**config.mk**
```make
export PLATFORM = sky130hd
export DESIGN_NAME = p3d_axis
export DESIGN_NICKNAME = d
export VERILOG_FILES = /design/src/hdl/p3d_pkg.sv /design/src/hdl/p3d_div.sv /design/src/hdl/p3d_axis.sv
export SDC_FILE = /design/constraint.sdc
export NUM_CORES = 1
export LEC_CHECK = 0
export BUFFER_PORTS_ARGS = -buffer_cell sky130_fd_sc_hd__buf_4
export CELL_PAD_IN_SITES_DETAIL_PLACEMENT = 1
export CELL_PAD_IN_SITES_GLOBAL_PLACEMENT = 1
export CORE_UTILIZATION = 42
export CTS_CLUSTER_DIAMETER = 80
export DETAILED_ROUTE_END_ITERATION = 16
export PLACE_DENSITY = 0.77
export SYNTH_ARGS = -nofsm -noshare
export SYNTH_HDL_FRONTEND = slang
export SYNTH_SLANG_ARGS = --single-unit
```
**constraint.sdc**
```tcl
create_clock -name clk -period 18.2 [get_ports clk]
set_input_delay 1.82 -clock clk [delete_from_list [all_inputs] [get_ports clk]]
set_output_delay 1.82 -clock clk [all_outputs]
set_load 0.02 [all_outputs]
```
**src/hdl/p3d_pkg.sv**
```systemverilog
package p3d_pkg;

	localparam int SAMPLE_BITS = 16;
	localparam int ACC_BITS    = SAMPLE_BITS + 6;
	localparam int EXTENT_BITS = 10;
	localparam int ADDR_BITS   = 12;
	localparam int OUT_POSITIONS = 1 << ADDR_BITS;
	localparam int MAX_WINDOW  = 4;
	localparam int CFG_IDX_BITS = 3;
	localparam int CFG_DATA_BITS = 30;
	localparam int COUNT_BITS  = 7;

	localparam logic [CFG_IDX_BITS-1:0] REG_POOL_MODE  = 3'd0;
	localparam logic [CFG_IDX_BITS-1:0] REG_IN_EXTENTS = 3'd1;
	localparam logic [CFG_IDX_BITS-1:0] REG_OUT_EXTENTS = 3'd2;
	localparam logic [CFG_IDX_BITS-1:0] REG_WINDOWS    = 3'd3;
	localparam logic [CFG_IDX_BITS-1:0] REG_STRIDES    = 3'd4;
	localparam logic [CFG_IDX_BITS-1:0] REG_PADS       = 3'd5;

	localparam logic [29:0] EXTENTS_RESET = 30'd1049601;
	localparam logic [8:0]  WINDOWS_RESET = 9'd73;
	localparam logic [11:0] STRIDES_RESET = 12'd273;

	localparam logic MODE_MAX = 1'b0;
	localparam logic MODE_AVG = 1'b1;

	// Windows covering one coordinate on one axis, indexed by the offset j
	// below the highest candidate window (window index q - j).
	typedef struct packed {
		logic                        any;
		logic [1:0]                  jmax;
		logic [1:0]                  jmin;
		logic [1:0]                  jl;
		logic [EXTENT_BITS-1:0]      plo;
		logic [MAX_WINDOW-1:0]       first;
		logic [MAX_WINDOW-1:0]       last;
		logic [MAX_WINDOW-1:0]       endpos;
		logic [MAX_WINDOW-1:0][2:0]  len;
	} p3d_hit_t;

	typedef enum logic [3:0] {
		ST_IDLE,
		ST_DIV,
		ST_HITS,
		ST_MUL1,
		ST_MUL2,
		ST_RD,
		ST_WR,
		ST_AVG,
		ST_OUT,
		ST_ADV
	} p3d_state_t;

endpackage

```
**src/hdl/p3d_div.sv**
```systemverilog
module p3d_div
	#(
	parameter int DW   = 11,
	parameter int VW   = 4,
	parameter int STEP = 4
	)
	(
	input  logic          clk,
	input  logic          arst_n,
	input  logic          start,
	input  logic [DW-1:0] dividend,
	input  logic [VW-1:0] divisor,
	output logic          busy,
	output logic [DW-1:0] quotient,
	output logic [VW-1:0] remainder
	);

	localparam int NSTEP = (DW + STEP - 1) / STEP;
	localparam int PW    = NSTEP * STEP;
	localparam int CW    = $clog2(NSTEP + 1);

	logic [VW-1:0] rem_q, rem_n;
	logic [PW-1:0] quo_q, quo_n;
	logic [VW-1:0] dvs_q;
	logic [CW-1:0] cnt_q;
	logic          busy_q;

	// Restoring division, STEP quotient bits per cycle.
	always_comb begin
		logic [VW:0] part;
		rem_n = rem_q;
		quo_n = quo_q;
		for (int i = 0; i < STEP; i++) begin
			part  = {rem_n, quo_n[PW-1]};
			quo_n = {quo_n[PW-2:0], 1'b0};
			if (part >= {1'b0, dvs_q}) begin
				part     = part - {1'b0, dvs_q};
				quo_n[0] = 1'b1;
			end
			rem_n = part[VW-1:0];
		end
	end

	always_ff @(posedge clk or negedge arst_n) begin
		if (!arst_n) begin
			busy_q <= 1'b0;
			cnt_q  <= '0;
		end else if (start) begin
			busy_q <= 1'b1;
			cnt_q  <= CW'(NSTEP);
		end else if (busy_q) begin
			cnt_q  <= cnt_q - 1'b1;
			busy_q <= (cnt_q != CW'(1));
		end
	end

	always_ff @(posedge clk) begin
		if (start) begin
			rem_q <= '0;
			quo_q <= PW'(dividend);
			dvs_q <= divisor;
		end else if (busy_q) begin
			rem_q <= rem_n;
			quo_q <= quo_n;
		end
	end

	assign busy      = busy_q;
	assign quotient  = quo_q[DW-1:0];
	assign remainder = rem_q;

endmodule

```
**src/hdl/p3d_axis.sv**
```systemverilog
module p3d_axis
	import p3d_pkg::*;
	(
	input  logic                   clk,
	input  logic                   arst_n,
	input  logic                   start,
	input  logic [EXTENT_BITS-1:0] coord,
	input  logic [EXTENT_BITS-1:0] in_ext,
	input  logic [EXTENT_BITS-1:0] out_ext,
	input  logic [2:0]             win,
	input  logic [3:0]             stride,
	input  logic [1:0]             pad,
	output logic                   busy,
	output p3d_hit_t               hit
	);

	localparam int QW = EXTENT_BITS + 1;
	localparam int SW = EXTENT_BITS + 3;

	logic [EXTENT_BITS-1:0] x_q;
	logic [2:0]             k_eff;
	logic [3:0]             s_eff;
	logic [QW-1:0]          q;
	logic [3:0]             r;

	assign k_eff = (win > 3'(MAX_WINDOW)) ? 3'(MAX_WINDOW) : win;
	assign s_eff = (stride == 4'd0) ? 4'd1 : stride;

	always_ff @(posedge clk) begin
		if (start) begin
			x_q <= coord;
		end
	end

	p3d_div #(.DW(QW), .VW(4), .STEP(4)) u_div (
		.clk       (clk),
		.arst_n    (arst_n),
		.start     (start),
		.dividend  (QW'(coord) + QW'(pad)),
		.divisor   (s_eff),
		.busy      (busy),
		.quotient  (q),
		.remainder (r)
	);

	// Window q - j covers x when its start x - r - j*s is within k - 1 below x.
	always_comb begin
		logic                  valid;
		logic [MAX_WINDOW-1:0] cov;
		logic [5:0]            js;
		logic signed [SW-1:0]  st, cs, en;
		valid = (x_q < in_ext) && (k_eff != 3'd0) && (out_ext != '0);
		hit   = '0;
		cov   = '0;
		for (int j = 0; j < MAX_WINDOW; j++) begin
			js = 6'(s_eff) * 6'(j);
			cov[j] = valid && ((7'(js) + 7'(r)) <= 7'(k_eff - 3'd1))
				&& (QW'(j) <= q) && ((q - QW'(j)) <= (QW'(out_ext) - QW'(1)));
			st = SW'(x_q) - SW'(r) - SW'(js);
			cs = st[SW-1] ? '0 : st;
			en = st + SW'(k_eff);
			if (en > SW'(in_ext)) begin
				en = SW'(in_ext);
			end
			hit.first[j]  = (SW'(x_q) == cs);
			hit.last[j]   = (SW'(x_q) == en - SW'(1));
			hit.len[j]    = 3'(en - cs);
			hit.endpos[j] = ((q - QW'(j)) == (QW'(out_ext) - QW'(1)));
		end
		hit.any = |cov;
		for (int j = 0; j < MAX_WINDOW; j++) begin
			if (cov[j]) begin
				hit.jmax = 2'(j);
			end
		end
		for (int j = MAX_WINDOW - 1; j >= 0; j--) begin
			if (cov[j]) begin
				hit.jmin = 2'(j);
			end
			if (cov[j] && hit.last[j]) begin
				hit.jl = 2'(j);
			end
		end
		hit.plo = EXTENT_BITS'(q - QW'(hit.jmax));
	end

endmodule

```
==> flow_summary.yaml <==
status:
  status: "complete, no violations"
worst_setup_path:
  max_stage_delay_ps: 880
  r2r-start: "u_div.dvs_q[1]"
  startpoint: "x_q[0]"
  cp-end-kind: "output port"
  timing.critical_path.mode_cell: "ha_1"
  cp-start-kind: "register"
  cp_max_fo: 18
  cp.arrival_ps: 10800
  crit_type: "register to output port"
  required_ps: 16380
  slowest_stage: "o21ai_2"
routing:
  drc: 0
  dr_total_vias: 13000
  wl_per_cell_um: 24.3
  ant_nets: 0
  drt_wl_total_mm: 49.6
  drtPass1Iterations: 5
  dr.first_iter.drc_count: 814
  vias_per_cell: 6.38
sta:
  setup_violations: 0
  finalHoldViolations: 0
  setup_tns_ps: 0
  fin_crit_ps: 12620
  tightest_slew_ps: 1290
  max_freq_ghz: 0.0792
  min_period_over_period: 0.693
  skew_ps: 6.94
  fin_hold_ws_ps: 530
  rsz0062_at_grt: "false"
  slew_headroom: 0.129
  drv_slew: 0
synth:
  synthAdderAreaFrac: 0.233
  synthTopCellsByCount: "ha_1, xnor2_1, nor2_1"
  syn_avg_cell_area_um2: 7.67
  syn_nets: 1864
  synth_top_family_by_area: "compound AO/OA/AOI/OAI gates"
  ys_top_cells_by_area: "ha_1, xnor2_1, edfxtp_1"
  netlist-cell-type-count: 105
  synth_simple_gate_area_frac: 0.219
  synth_edf_count: 25
  yosysTopAreaCellShare: 0.197
  yosysSeqAreaShare: 0.0752
  synth_xor_area_frac: 0.145
  synth_mux_area_frac: 0.0373
  syn_area_um2: 12300
  yosys_warnings: 0
  ys_async_sr_fraction: 0.0909
  yosysTopAreaCell: "ha_1"
  synth-compound-area-share: 0.235
  ys_seq_elements: 33
  synth_ff_type: "edfxtp_1"
  synthCells: 1606
  yosysMostFrequentCell: "ha_1"
clock_tree:
  insertion_delay_ps: 280
  cts_tree: "done"
  post_cts_resized: 0
  root_buffer: "clkbuf_16"
  clock_path_buffers: 2
  htree_levels: 2
  cts_hold_buf: 0
  cts_setup_buffers: 0
  cts_buffers: 5
  cts_sinks: 33
  path_clk_slew_ps: 70
floorplanning:
  die_height_um: 173
  floorplan.rows: 62
  initial_core_util: 0.428
  fp.dieArea_um2: 30000
  boundaryPins: 84
  core_area_um2: 28800
  chipWidth_um: 173
place:
  io_buffers: 83
  dp_hpwl_mm: 40.6
  routabilityCongestion: 1.00
layout:
  antenna_cells: 0
  regArea_um2: 926
  synthToLayoutAreaGrowth_pct: 9.35
  layout-drive-gt1-share: 0.0923
  n_fill_cell: 3668
  fin_nets: 1915
  multi_input_area_um2: 10700
grt:
  grt-ovfl-total: 0
  first_global_vias: 13700
  grtUsageTotal: 0.327
  grt_max_degree: 34
  antenna_found_initial: 0
  grt_pass1_wl_mm: 76.7
hold_path:
  hold_class: "register to register"
  hold_start: "u_div.cnt_q[0]"
run:
  max-cap-violations: 0
critical path: cells and delay by family, from the launching register on:
family / cells / cell delay (ps)
AOI/OAI and AO/OA: 10 / 3320
xor gates and xnor gates: 1 / 540
adders and majority gates: 4 / 1500
buffers and inverters: 2 / 630
DFF: 1 / 690
muxes: 2 / 530
and+or+nand+nor: 13 / 3290
state kept, by name, indices dropped and copies added, names as in the netlist:
| signal | flops |
|---|---|
| u_div.dvs_q | 4 |
| u_div.busy | 1 |
| u_div.cnt_q | 2 |
| u_div.remainder | 4 |
| u_div.quo_q | 12 |
| x_q | 10 |
cell families (layout without fill, tap and decap cells):
logic type | after synthesis | in the layout
simple gates | 521 | 521
compound gates | 420 | 420
fa+ha+maj | 216 | 216
xor+xnor | 199 | 199
buf+inv | 173 | 225
mux | 44 | 44
flops | 33 | 33
layer usage:
| layer | vias to the layer above | wire length, um | GRT usage |
|---|---|---|---|
| met5 | - | 0 | 0 |
| met4 | 0 | 3090 | 0.188 |
| met3 | 147 | 2460 | 0.0307 |
| met2 | 487 | 24000 | 0.582 |
| met1 | 6389 | 20000 | 0.382 |
| li1 | 6008 | - | - |
stage by stage:
stage	utilization	setup slack, ps	area (um2)	instances
final	0.468	5580	13500	2042
after global routing	0.468	5100	13500	2042
after CTS	0.468	5780	13500	2042
after detailed placement	0.462	5800	13300	2034
after global placement	0.462	6030	13300	2034
after floorplan	-	7520	12300	1606
cells in the final DEF, fill, tap and decap left out, drive strengths merged, types with 20 or more instances in the layout:
master,count
a31oi,25
nand2b,28
nor2b,28
or3,20
o21a,23
inv,116
a21oi,90
ha,194
o21ai,83
xnor2,146
nor4,21
a211oi,24
mux2i,38
nor2,116
nand4,30
xor2,50
edfxtp,25
nand3,48
fa,22
nand2,107
buf,99
a21o,32
nor3,61
path summary, 6_finish.rpt:
kind | endpoint | slack [ps] | cells past startpoint
max | hit[34] | 5580 | 32
min | u_div.cnt_q[0] | 530 | 2
min in group asynchronous | u_div.cnt_q[0] | 1320 | 1
min reg2reg | u_div.cnt_q[0] | 530 | 2
max in group asynchronous | u_div.busy | 16790 | 1
max reg2reg | u_div.remainder[1] | 10080 | 29
cell type report:
| cell class | count | area share |
|---|---|---|
| sequential | 33 | 0.0687 |
| clock buffer | 5 | 0.00929 |
| inverter | 118 | 0.0329 |
| multi-input combinational | 1400 | 0.795 |
| timing repair buffer | 99 | 0.0552 |
| clock inverter | 3 | 0.00344 |
| tap | 384 | 0.0357 |
Power is not shown: default switching activity piles up to over one toggle a cycle in this logic, so the estimate is an artifact.
