File: src/hdl/p3d_div.sv
module p3d_div
	#(
	parameter int DW   = 11,
	parameter int VW   = 4,
	parameter int STEP = 4
	)
	(
	input  logic          clk,
	input  logic          arst_n,
	input  logic          start,
	input  logic [DW-1:0] dividend,
	input  logic [VW-1:0] divisor,
	output logic          busy,
	output logic [DW-1:0] quotient,
	output logic [VW-1:0] remainder
	);

	localparam int NSTEP = (DW + STEP - 1) / STEP;
	localparam int PW    = NSTEP * STEP;
	localparam int CW    = $clog2(NSTEP + 1);

	logic [VW-1:0] rem_q, rem_n;
	logic [PW-1:0] quo_q, quo_n;
	logic [VW-1:0] dvs_q;
	logic [CW-1:0] cnt_q;
	logic          busy_q;

	// Restoring division, STEP quotient bits per cycle.
	always_comb begin
		logic [VW:0] part;
		rem_n = rem_q;
		quo_n = quo_q;
		for (int i = 0; i < STEP; i++) begin
			part  = {rem_n, quo_n[PW-1]};
			quo_n = {quo_n[PW-2:0], 1'b0};
			if (part >= {1'b0, dvs_q}) begin
				part     = part - {1'b0, dvs_q};
				quo_n[0] = 1'b1;
			end
			rem_n = part[VW-1:0];
		end
	end

	always_ff @(posedge clk or negedge arst_n) begin
		if (!arst_n) begin
			busy_q <= 1'b0;
			cnt_q  <= '0;
		end else if (start) begin
			busy_q <= 1'b1;
			cnt_q  <= CW'(NSTEP);
		end else if (busy_q) begin
			cnt_q  <= cnt_q - 1'b1;
			busy_q <= (cnt_q != CW'(1));
		end
	end

	always_ff @(posedge clk) begin
		if (start) begin
			rem_q <= '0;
			quo_q <= PW'(dividend);
			dvs_q <= divisor;
		end else if (busy_q) begin
			rem_q <= rem_n;
			quo_q <= quo_n;
		end
	end

	assign busy      = busy_q;
	assign quotient  = quo_q[DW-1:0];
	assign remainder = rem_q;

endmodule

File: config.mk
export PLATFORM = sky130hd
export DESIGN_NAME = p3d_div
export DESIGN_NICKNAME = d
export VERILOG_FILES = /design/src/hdl/p3d_div.sv
export SDC_FILE = /design/constraint.sdc
export NUM_CORES = 1
export LEC_CHECK = 0
export BUFFER_PORTS_ARGS = -buffer_cell sky130_fd_sc_hd__buf_2
export CAP_MARGIN = 20
export CORE_ASPECT_RATIO = 0.7
export CORE_MARGIN = 2
export CORE_UTILIZATION = 55
export CTS_CLUSTER_DIAMETER = 100
export DETAILED_ROUTE_END_ITERATION = 8
export PLACE_DENSITY = 0.82
export SLEW_MARGIN = 30
export SYNTH_ARGS = -nofsm -noshare
export SYNTH_HDL_FRONTEND = slang
export SYNTH_SLANG_ARGS = --single-unit
File: constraint.sdc
create_clock -name clk -period 14.1 [get_ports clk]
set_clock_uncertainty 0.15 [all_clocks]
set_input_delay 0 -clock clk [delete_from_list [all_inputs] [get_ports clk]]
set_output_delay 0 -clock clk [all_outputs]
set_load 0.01 [all_outputs]
==> out/metrics.cfg, run 1 <==
[cts]
clkTransAtPathRegs_ps=80
htreeDepth=1
clk_latency_ps=260
ctsLongestPathBuffers=2
numClockSinks=23
cts_buffers=3
clockRootBuffer=clkbuf_8
cts_tree=yes

[grt]
track_usage_pct=24.6
antenna_found_initial=0
grt_max_degree=19
overflow=0
grt_pass1_vias=1564
grt_pass1_wl_mm=7.11

[worst_setup_path]
worstSetupPathType=flop to flop
crit_path_top_delay_cell=or4b_1
crit_fanout=8
start_kind=flop
cp.arrival_ps=7090
cpLargestDelayFamily=compound AO/OA/AOI/OAI gates
r2r_slack_ps=7060
worstPathRequired_ps=14160
cpPeakStageDelay_ps=530
worstSetupEndpointType=flop
crit_buf_inv=4

[sta]
finalSetupViolations=0
drv_slew=0
max_freq_mhz=142
fin_crit_sh_pct=49.9
period_minus_slack_ps=7040
worst_pin_slew_ps=525
hold_viol=0
slew_headroom_pct=64.9
rsz0062_at_grt=false
finalSetupTns_ps=0

[synth]
yosys_warnings=0
async_flop_share_pct=13.0
synth_top_family_by_area=compound AO/OA/AOI/OAI gates
netlist_area_mm2=0.00190
synthSimpleGateAreaFrac_pct=10.8
synth-seq-cells=23
yosys.area_share.adder_pct=15.4
ys_types=52
synthXorXnorAreaFrac_pct=2.77
syn_area_per_cell_um2=10.8
seq_area_frac_synth_pct=33.0
synth_ff_type=edfxtp_1
syn_nets=214
synthCells=175
synth_compound_area_share_pct=16.7
synth_edf_count=15
synth_mux_area_share_pct=12.7

[die]
io_pins=34
initial_utilization_pct=59.1
die_y_um=53.1
core-area_mm2=0.00321
rows=17
chipWidth_um=74.2
dieArea_mm2=0.00394

[worst_hold_path]
hp-class=primary input to flop

[final_layout]
syn_to_final_growth_pct=18.7
finalNetCount=256
drive_above_1_share_pct=27.3
n_antenna_cell=0
num-fill-cells=244

[drt]
drc=0
postRouteAntennaNets=0
initialDrtViolationCount=101
vias_per_cell=5.64
first_pass_iters=4
num_vias=1484
routed_wl_mm=4.38
detail_route.wl_per_cell_um=16.7

[job]
drv_cap=0

[placed_design]
dp_hpwl_mm=3.34
portBuffers=33
gp_congestion=0.876

[outcome]
status=completed

==> through the flow <==
stage	std cells	util [%]	hold slack (ps)	worst slack, ps	instance area (µm²)
after CTS	263	70.1	289	7080	2250
final	263	70.1	303	7060	2250
after detailed placement	241	63.1	-352	7130	2030
after global placement	241	63.1	-355	7420	2030
after floorplan	175	-	-446	7880	1900
after global routing	263	70.1	296	6550	2250
==> path summary, 6_finish.rpt <==
path / cells after the start / from / to
worst min-delay path: 2 / divisor[2] / dvs_q[2]
max in group asynchronous: 3 / arst_n / busy
worst max register to register: 27 / dvs_q[1] / remainder[2]
worst min register to register: 2 / quo_q[11] / quo_q[11]
min in group asynchronous: 3 / arst_n / cnt_q[0]
worst max-delay path: 27 / dvs_q[1] / remainder[2]
==> cells by family after synthesis <==
logic type,count (synthesis)
xor gates and xnor gates,6
AOI/OAI and AO/OA,37
muxes,20
DFF,23
adders and majority gates,21
buffers and inverters,33
and+or+nand+nor,35
==> timing repair <==
action / 4_1_cts / 5_1_grt
gates resized for setup: 0 / 0
endpoints found under the hold margin: 19 / 0
hold buffers: 18 / 0
buffers inserted: 0 / 0
==> cell usage after synthesis (2+ instances only) <==
library cell  count  share of area [%]
a21o_1            4                1.6
a21oi_1           6                1.6
a21oi_4           2                1.7
a311o_1           2                1.1
buf_1             2               0.40
buf_4            11                4.4
dfrtp_1           3                4.0
dfxtp_1           5                5.3
edfxtp_1         15                 24
fa_1              4                4.2
ha_1             17                 11
inv_1            19                3.8
mux2_2           12                7.1
mux2i_1           6                3.2
mux2i_4           2                2.4
nand2_1           6                1.2
nand2b_1          5                1.6
nor2_1            7                1.4
nor2b_1           2               0.66
nor3_1            2               0.53
nor4b_1           2               0.92
o2111a_1          2                1.2
o211ai_1          3                1.2
o21ai_0           4                1.1
xnor2_1           3                1.4
xor2_1            3                1.4
==> flip-flops by register name, indices dropped and copies added, names as in the netlist <==
register and count:
dvs_q 4, remainder 4, busy 1, quo_q 12, cnt_q 2
==> metal layers <==
metal,track usage [%],vias up,wire length (µm)
li1,-,713,-
met1,31.7,706,1830
met2,44.5,61,2260
met3,4.00,4,276
met4,3.64,0,12
met5,0,-,0
==> cell usage in the layout (no fill, tap or decap), types with 4 or more instances in the layout <==
master	count
buf_2	33
inv_1	19
dlygate4sd3_1	18
ha_1	17
edfxtp_1	15
mux2_2	12
nor2_1	7
a21oi_1	6
nand2_1	6
mux2i_1	6
nand2b_1	5
dfxtp_1	5
o21ai_0	4
a21o_1	4
fa_1	4
==> final cells by class <==
| type | count | area [µm²] | area share, % |
|---|---|---|---|
| Sequential cell | 23 | 626 | 27.8 |
| Clock buffer | 4 | 45.0 | 2.00 |
| Tap cell | 47 | 58.8 | 2.61 |
| Timing Repair Buffer | 51 | 345 | 15.3 |
| Inverter | 19 | 71.3 | 3.17 |
| Multi-Input combinational cell | 119 | 1110 | 49.1 |
Power of run 1 is left out: the tool's default activity adds up to more than one toggle a clock period on the data nets, which glitch-free logic cannot reach.
==> run 2: changes to the inputs <==
--- a/config.mk
+++ b/config.mk
@@ -5,6 +5,7 @@
 export SDC_FILE = /design/constraint.sdc
 export NUM_CORES = 1
 export LEC_CHECK = 0
+export ABC_AREA = 1
 export BUFFER_PORTS_ARGS = -buffer_cell sky130_fd_sc_hd__buf_2
 export CAP_MARGIN = 20
 export CORE_ASPECT_RATIO = 0.7
==> constraint.sdc (replaced) <==
create_clock -name clk -period 7 [get_ports clk]
set_clock_uncertainty 0.15 [all_clocks]
set_input_delay 0 -clock clk [delete_from_list [all_inputs] [get_ports clk]]
set_output_delay 0 -clock clk [all_outputs]
set_load 0.01 [all_outputs]
==> run 2 against run 1 <==
Compared with the run above: hold slack worse by 280 ps; global-route usage is 0.79 points lower; setup slack worse by 6400 ps; largest cell class unchanged.
==> out/metrics.cfg, run 2 <==
[synth]
synth_common_cells=nand2_1 (66), inv_1 (31), ha_1 (17)
synthCells=229  ; +31%
yosys_warnings=0  ; unchanged
synth.most_common_cell=nand2_1
synth.area.top_cells=edfxtp_1 (24%), nand2_1 (13%), ha_1 (11%), inv_1 (6.2%), dfxtp_1 (5.3%)
syn_nets=268  ; +25%
syn_area_per_cell_um2=8.25  ; -24%
seq_area_frac_synth_pct=33.1  ; +0.13 points
synth_top_cell_by_area=edfxtp_1
synth_ff_type=edfxtp_1
ys_types=33  ; -37%
async_flop_share_pct=13.0  ; unchanged
synth_edf_count=15  ; unchanged
netlist_area_mm2=0.00189  ; -0.40%
synth_top_area_share_pct=23.8  ; +0.094 points
synth-seq-cells=23  ; unchanged

[placed_design]
post-place-ws_ps=744  ; -6390 ps
portBuffers=33  ; unchanged
dp_hpwl_mm=3.11  ; -6.9%
dp_cells=296  ; +23%
gp_congestion=0.922  ; +5.3%

[worst_setup_path]
crit_path_frequent_cell=nand2_1
crit_path_top_delay_cell=edfxtp_1
crit_fanout=6  ; -2
worstSetupEndpointType=flop
cpPeakStageDelay_ps=470  ; -60 ps
r2r_end=quo_q[0]
cp.arrival_ps=6190  ; -900 ps
worstSetupPathType=flop to flop
r2r_slack_ps=650  ; -6410 ps
worstPathRequired_ps=6850  ; -7310 ps
worstRegToRegCells=37  ; +37%
r2r_start=dvs_q[1]
start_kind=flop

[final_layout]
num-fill-cells=249  ; +2.0%
drive_above_1_share_pct=20.7  ; -6.6 points
final_cell_mix=nand2_1 (66), buf_2 (33), inv_1 (31)
syn_to_final_growth_pct=18.5
fin_util_pct=69.7  ; -0.43 points
finalNetCount=310  ; +21%
final_common_cell=nand2_1
n_antenna_cell=0  ; unchanged
regMostFlops=quo_q
largest_reg_flops=12  ; unchanged
layout.cells.non_filler=317  ; +21%

[cts]
ctsLongestPathBuffers=2  ; unchanged
post-cts-setup-buffers=0  ; unchanged
cts_tree=yes
clkTransAtPathRegs_ps=80  ; about the same
clockRootBuffer=clkbuf_8
htreeDepth=1  ; unchanged
numClockSinks=23  ; unchanged
cts_buffers=3  ; unchanged
clk_latency_ps=260  ; about the same

[die]
chipWidth_um=74.1  ; -0.19%
die_y_um=53.0  ; -0.19%
rows=17  ; unchanged
core-area_mm2=0.00321  ; unchanged
io_pins=34  ; unchanged
dieArea_mm2=0.00393  ; -0.38%
initial_utilization_pct=58.8  ; -0.23 points

[sta]
drv_slew=0  ; unchanged
timing.final.ws_setup_ps=652  ; -6410 ps
hold_viol=0  ; unchanged
slew_headroom_pct=68.0  ; +3.1 points
worst_pin_slew_ps=480  ; -45.1 ps
finalSetupTns_ps=0  ; unchanged
period_minus_slack_ps=6350  ; -690 ps
finalSetupViolations=0  ; unchanged
rsz0062_at_grt=false
max_freq_mhz=158  ; +11%
fin_crit_sh_pct=90.7  ; +41 points

[job]
drv_cap=0  ; unchanged

[drt]
num_vias=1628  ; +9.7%
drc=0  ; unchanged
detail_route.wl_per_cell_um=13.0  ; -22%
vias_per_cell=5.14  ; -9.0%
routed_wl_mm=4.11  ; -6.1%
initialDrtViolationCount=95  ; -5.9%
postRouteAntennaNets=0  ; unchanged
first_pass_iters=4  ; unchanged

[worst_hold_path]
hold_depth=1  ; -1
hp-class=primary input to flop
min_from=start
hold_end=dvs_q[0]

[grt]
antenna_found_initial=0  ; unchanged
overflow=0  ; unchanged
track_usage_pct=23.8  ; -0.79 points
grt_max_degree=19  ; unchanged
grt_pass1_wl_mm=6.98  ; -1.8%
grt_pass1_vias=1547  ; -1.1%

[outcome]
status=completed

-- run 2: cell types whose count changed after synthesis, sizes merged, moves of 5 or more --
cell    previous run  this run
nand2              6        73
nand3              0        18
inv               19        32
mux2              12         0
mux2i              8         0
nor2               8        16
nand2b             5         0
-- run 2: what timing repair did --
action                                 CTS  global route
gates resized for setup                  0             0
endpoints found under the hold margin   18             0
hold buffers                            17             0
-- run 2: per-layer routing --
metal / track usage (%) / share of wire, % / wire length (µm)
met4: 2.73 / 0.56 / 23
met3: 4.19 / 6.6 / 273
met1: 32.5 / 46 / 1880
met2: 40.9 / 47 / 1930
met5: 0 / 0 / 0
-- run 2: cell families (layout without fill, tap and decap cells) --
logic type | count (synthesis) | after routing | synth area share, %
DFF | 23 | 23 | 33.1
and+or+nand+nor | 112 | 112 | 30.5
buffers and inverters | 46 | 87 | 11.3
adders and majority gates | 21 | 21 | 15.5
AOI/OAI and AO/OA | 20 | 20 | 6.29
xor gates and xnor gates | 7 | 7 | 3.25
-- run 2: worst max path at each step --
| stage | cells after the start | to | slack [ps] | startpoint |
|---|---|---|---|---|
| final | 37 | quo_q[0] | 650 | dvs_q[1] |
| after floorplan | 37 | quo_q[0] | 1450 | dvs_q[1] |
| after global placement | 37 | quo_q[0] | 870 | dvs_q[1] |
| after global routing | 37 | quo_q[0] | 10 | dvs_q[1] |
| after detailed placement | 37 | quo_q[0] | 740 | dvs_q[1] |
| after CTS | 37 | quo_q[0] | 700 | dvs_q[1] |
-- run 2: final cells by class --
class | instances | area (µm²) | area share, %
multi-input combinational | 160 | 1050 | 46.9
sequential | 23 | 626 | 27.9
timing repair buffer | 50 | 335 | 15.0
inverter | 33 | 124 | 5.53
tap | 47 | 58.8 | 2.63
clock buffer | 4 | 45.0 | 2.01
-- run 2: stage by stage --
| step | hold WS (ps) | area [µm²] |
|---|---|---|
| floorplan | -446 | 1890 |
| global placement | -351 | 2020 |
| detailed placement | -353 | 2020 |
| CTS | 24.0 | 2240 |
| global route | 29.3 | 2240 |
| finish | 24.5 | 2240 |
-- run 2: worst max-delay path: cells and delay by family, from the launching register on --
kind | cells | cell delay [ps]
AND/OR/NAND/NOR | 20 | 2320
AO/OA/AOI/OAI | 7 | 1360
adder cells (fa/ha/maj) | 4 | 1110
buffers and inverters | 6 | 660
flip-flops | 1 | 470
Power of run 2 is left out for the same reason.
==> run 3: changes to the inputs <==
==> constraint.sdc (replaced) <==
create_clock -name clk -period 7 [get_ports clk]
set_clock_uncertainty 0.15 [all_clocks]
set_input_delay 1.4 -clock clk [delete_from_list [all_inputs] [get_ports clk]]
set_output_delay 1.4 -clock clk [all_outputs]
set_load 0.01 [all_outputs]
==> run 3 against run 2 <==
Compared with the run above: critical path type unchanged; via count down 4.7%; global-route usage down 1.5 points; sequential cell count unchanged; core utilization down 5.3 points; setup slack better by 9.0 ps; count of clock-buffer cells in the layout unchanged; hold slack better by 320 ps.
==> out/metrics.cfg, run 3 (synthesized netlist as in run 2, its figures left out) <==
[cts]
numClockSinks=23  ; unchanged
cts_resized=0  ; unchanged
clkTransAtPathRegs_ps=80  ; about the same
htreeDepth=1  ; unchanged
post-cts-setup-buffers=0  ; unchanged
clockRootBuffer=clkbuf_8
cts_tree=yes
postCtsHoldBufs=0  ; -17
clk_latency_ps=260  ; about the same
ctsLongestPathBuffers=2  ; unchanged
cts_buffers=3  ; unchanged

[placed_design]
dp_hpwl_mm=3.11  ; unchanged
gp_congestion=0.922  ; unchanged
portBuffers=33  ; unchanged

[grt]
antenna_found_initial=0  ; unchanged
grt_max_degree=19  ; unchanged
track_usage_pct=22.4  ; -1.5 points
grt_pass1_vias=1458  ; -5.8%
overflow=0  ; unchanged
grt_pass1_wl_mm=6.62  ; -5.2%

[sta]
hold_viol=0  ; unchanged
finalSetupTns_ps=0  ; unchanged
rsz0062_at_grt=false
drv_slew=0  ; unchanged
worst_pin_slew_ps=474  ; -6.35 ps
finalSetupViolations=0  ; unchanged
fin_crit_sh_pct=90.6  ; -0.13 points
slew_headroom_pct=68.4  ; +0.42 points
period_minus_slack_ps=6340  ; -9.05 ps
max_freq_mhz=158  ; +0.14%

[drt]
initialDrtViolationCount=97  ; +2.1%
num_vias=1551  ; -4.7%
vias_per_cell=5.17  ; +0.67%
drc=0  ; unchanged
first_pass_iters=4  ; unchanged
postRouteAntennaNets=0  ; unchanged
detail_route.wl_per_cell_um=12.6  ; -2.7%
routed_wl_mm=3.79  ; -7.9%

[worst_setup_path]
worstSetupPathType=flop to flop
r2r_end=quo_q[0]
cp.arrival_ps=6180  ; about the same
worstRegToRegCells=37  ; unchanged
cp-startpoint=dvs_q[1]
crit_path_top_delay_cell=edfxtp_1
crit_end=quo_q[0]
start_kind=flop
crit_path_frequent_cell=nand2_1
r2r_slack_ps=660  ; about the same
worstSetupEndpointType=flop
crit_fanout=6  ; unchanged
cpPeakStageDelay_ps=460  ; about the same
r2r_start=dvs_q[1]
worstPathRequired_ps=6840  ; about the same

[final_layout]
drive_above_1_share_pct=22.1  ; +1.4 points
syn_to_final_growth_pct=9.47
final_cell_mix=nand2_1 (66), buf_2 (33), inv_1 (31)
largest_reg_flops=12  ; unchanged
final_common_cell=nand2_1
regMostFlops=quo_q
finalNetCount=293  ; -5.5%
n_antenna_cell=0  ; unchanged

[die]
io_pins=34  ; unchanged
core-area_mm2=0.00321  ; unchanged
initial_utilization_pct=58.8  ; unchanged
die_y_um=53.0  ; unchanged
dieArea_mm2=0.00393  ; unchanged
chipWidth_um=74.1  ; unchanged
rows=17  ; unchanged

[job]
drv_cap=0  ; unchanged

[worst_hold_path]
hp-class=flop to flop

[outcome]
status=completed

run 3: final cells by class:
cell class                      instances  area, µm²
Timing Repair Buffer                   33        165
Inverter                               33        124
Sequential cell                        23        626
Tap cell                               47       58.8
Multi-Input combinational cell        160       1050
Clock buffer                            4       45.0
Fill cell                             273       1140
run 3: worst min path at each step:
stage              from         to  slack, ps  cells past startpoint
2_1_floorplan  quo_q[7]  quo_q[11]        300                      2
3_3_place_gp   quo_q[7]  quo_q[11]        320                      2
3_5_place_dp   cnt_q[0]   cnt_q[0]        340                      1
4_1_cts        cnt_q[0]   cnt_q[0]        350                      1
5_1_grt        cnt_q[0]   cnt_q[0]        370                      1
6_report       cnt_q[0]   cnt_q[0]        350                      1
run 3: routing by layer:
layer  wire length, µm  up-vias  GRT usage, %
met3               256        0          4.19
met1              1810      721          31.7
li1                  -      777             -
met5                 0        -             0
met2              1720       53          37.1
met4                 0        0          1.82
run 3: through the flow:
step,cell area [µm²],utilization [%],worst slack (ps),hold slack [ps],cells
final,2070,64.4,661,347,300
after global routing,2070,64.4,14.4,367,300
after detailed placement,2020,63.0,744,338,296
after global placement,2020,63.0,865,325,296
after CTS,2070,64.4,701,351,300
after floorplan,1890,-,1450,298,229
run 3: worst max-delay path, delay by kind of cell, from the launching register on:
family | cells | cell delay [ps]
adder cells (fa/ha/maj) | 4 | 1110
AO/OA/AOI/OAI | 7 | 1370
AND/OR/NAND/NOR | 20 | 2310
flip-flops | 1 | 460
buffers and inverters | 6 | 660
Power of run 3 is left out for the same reason.
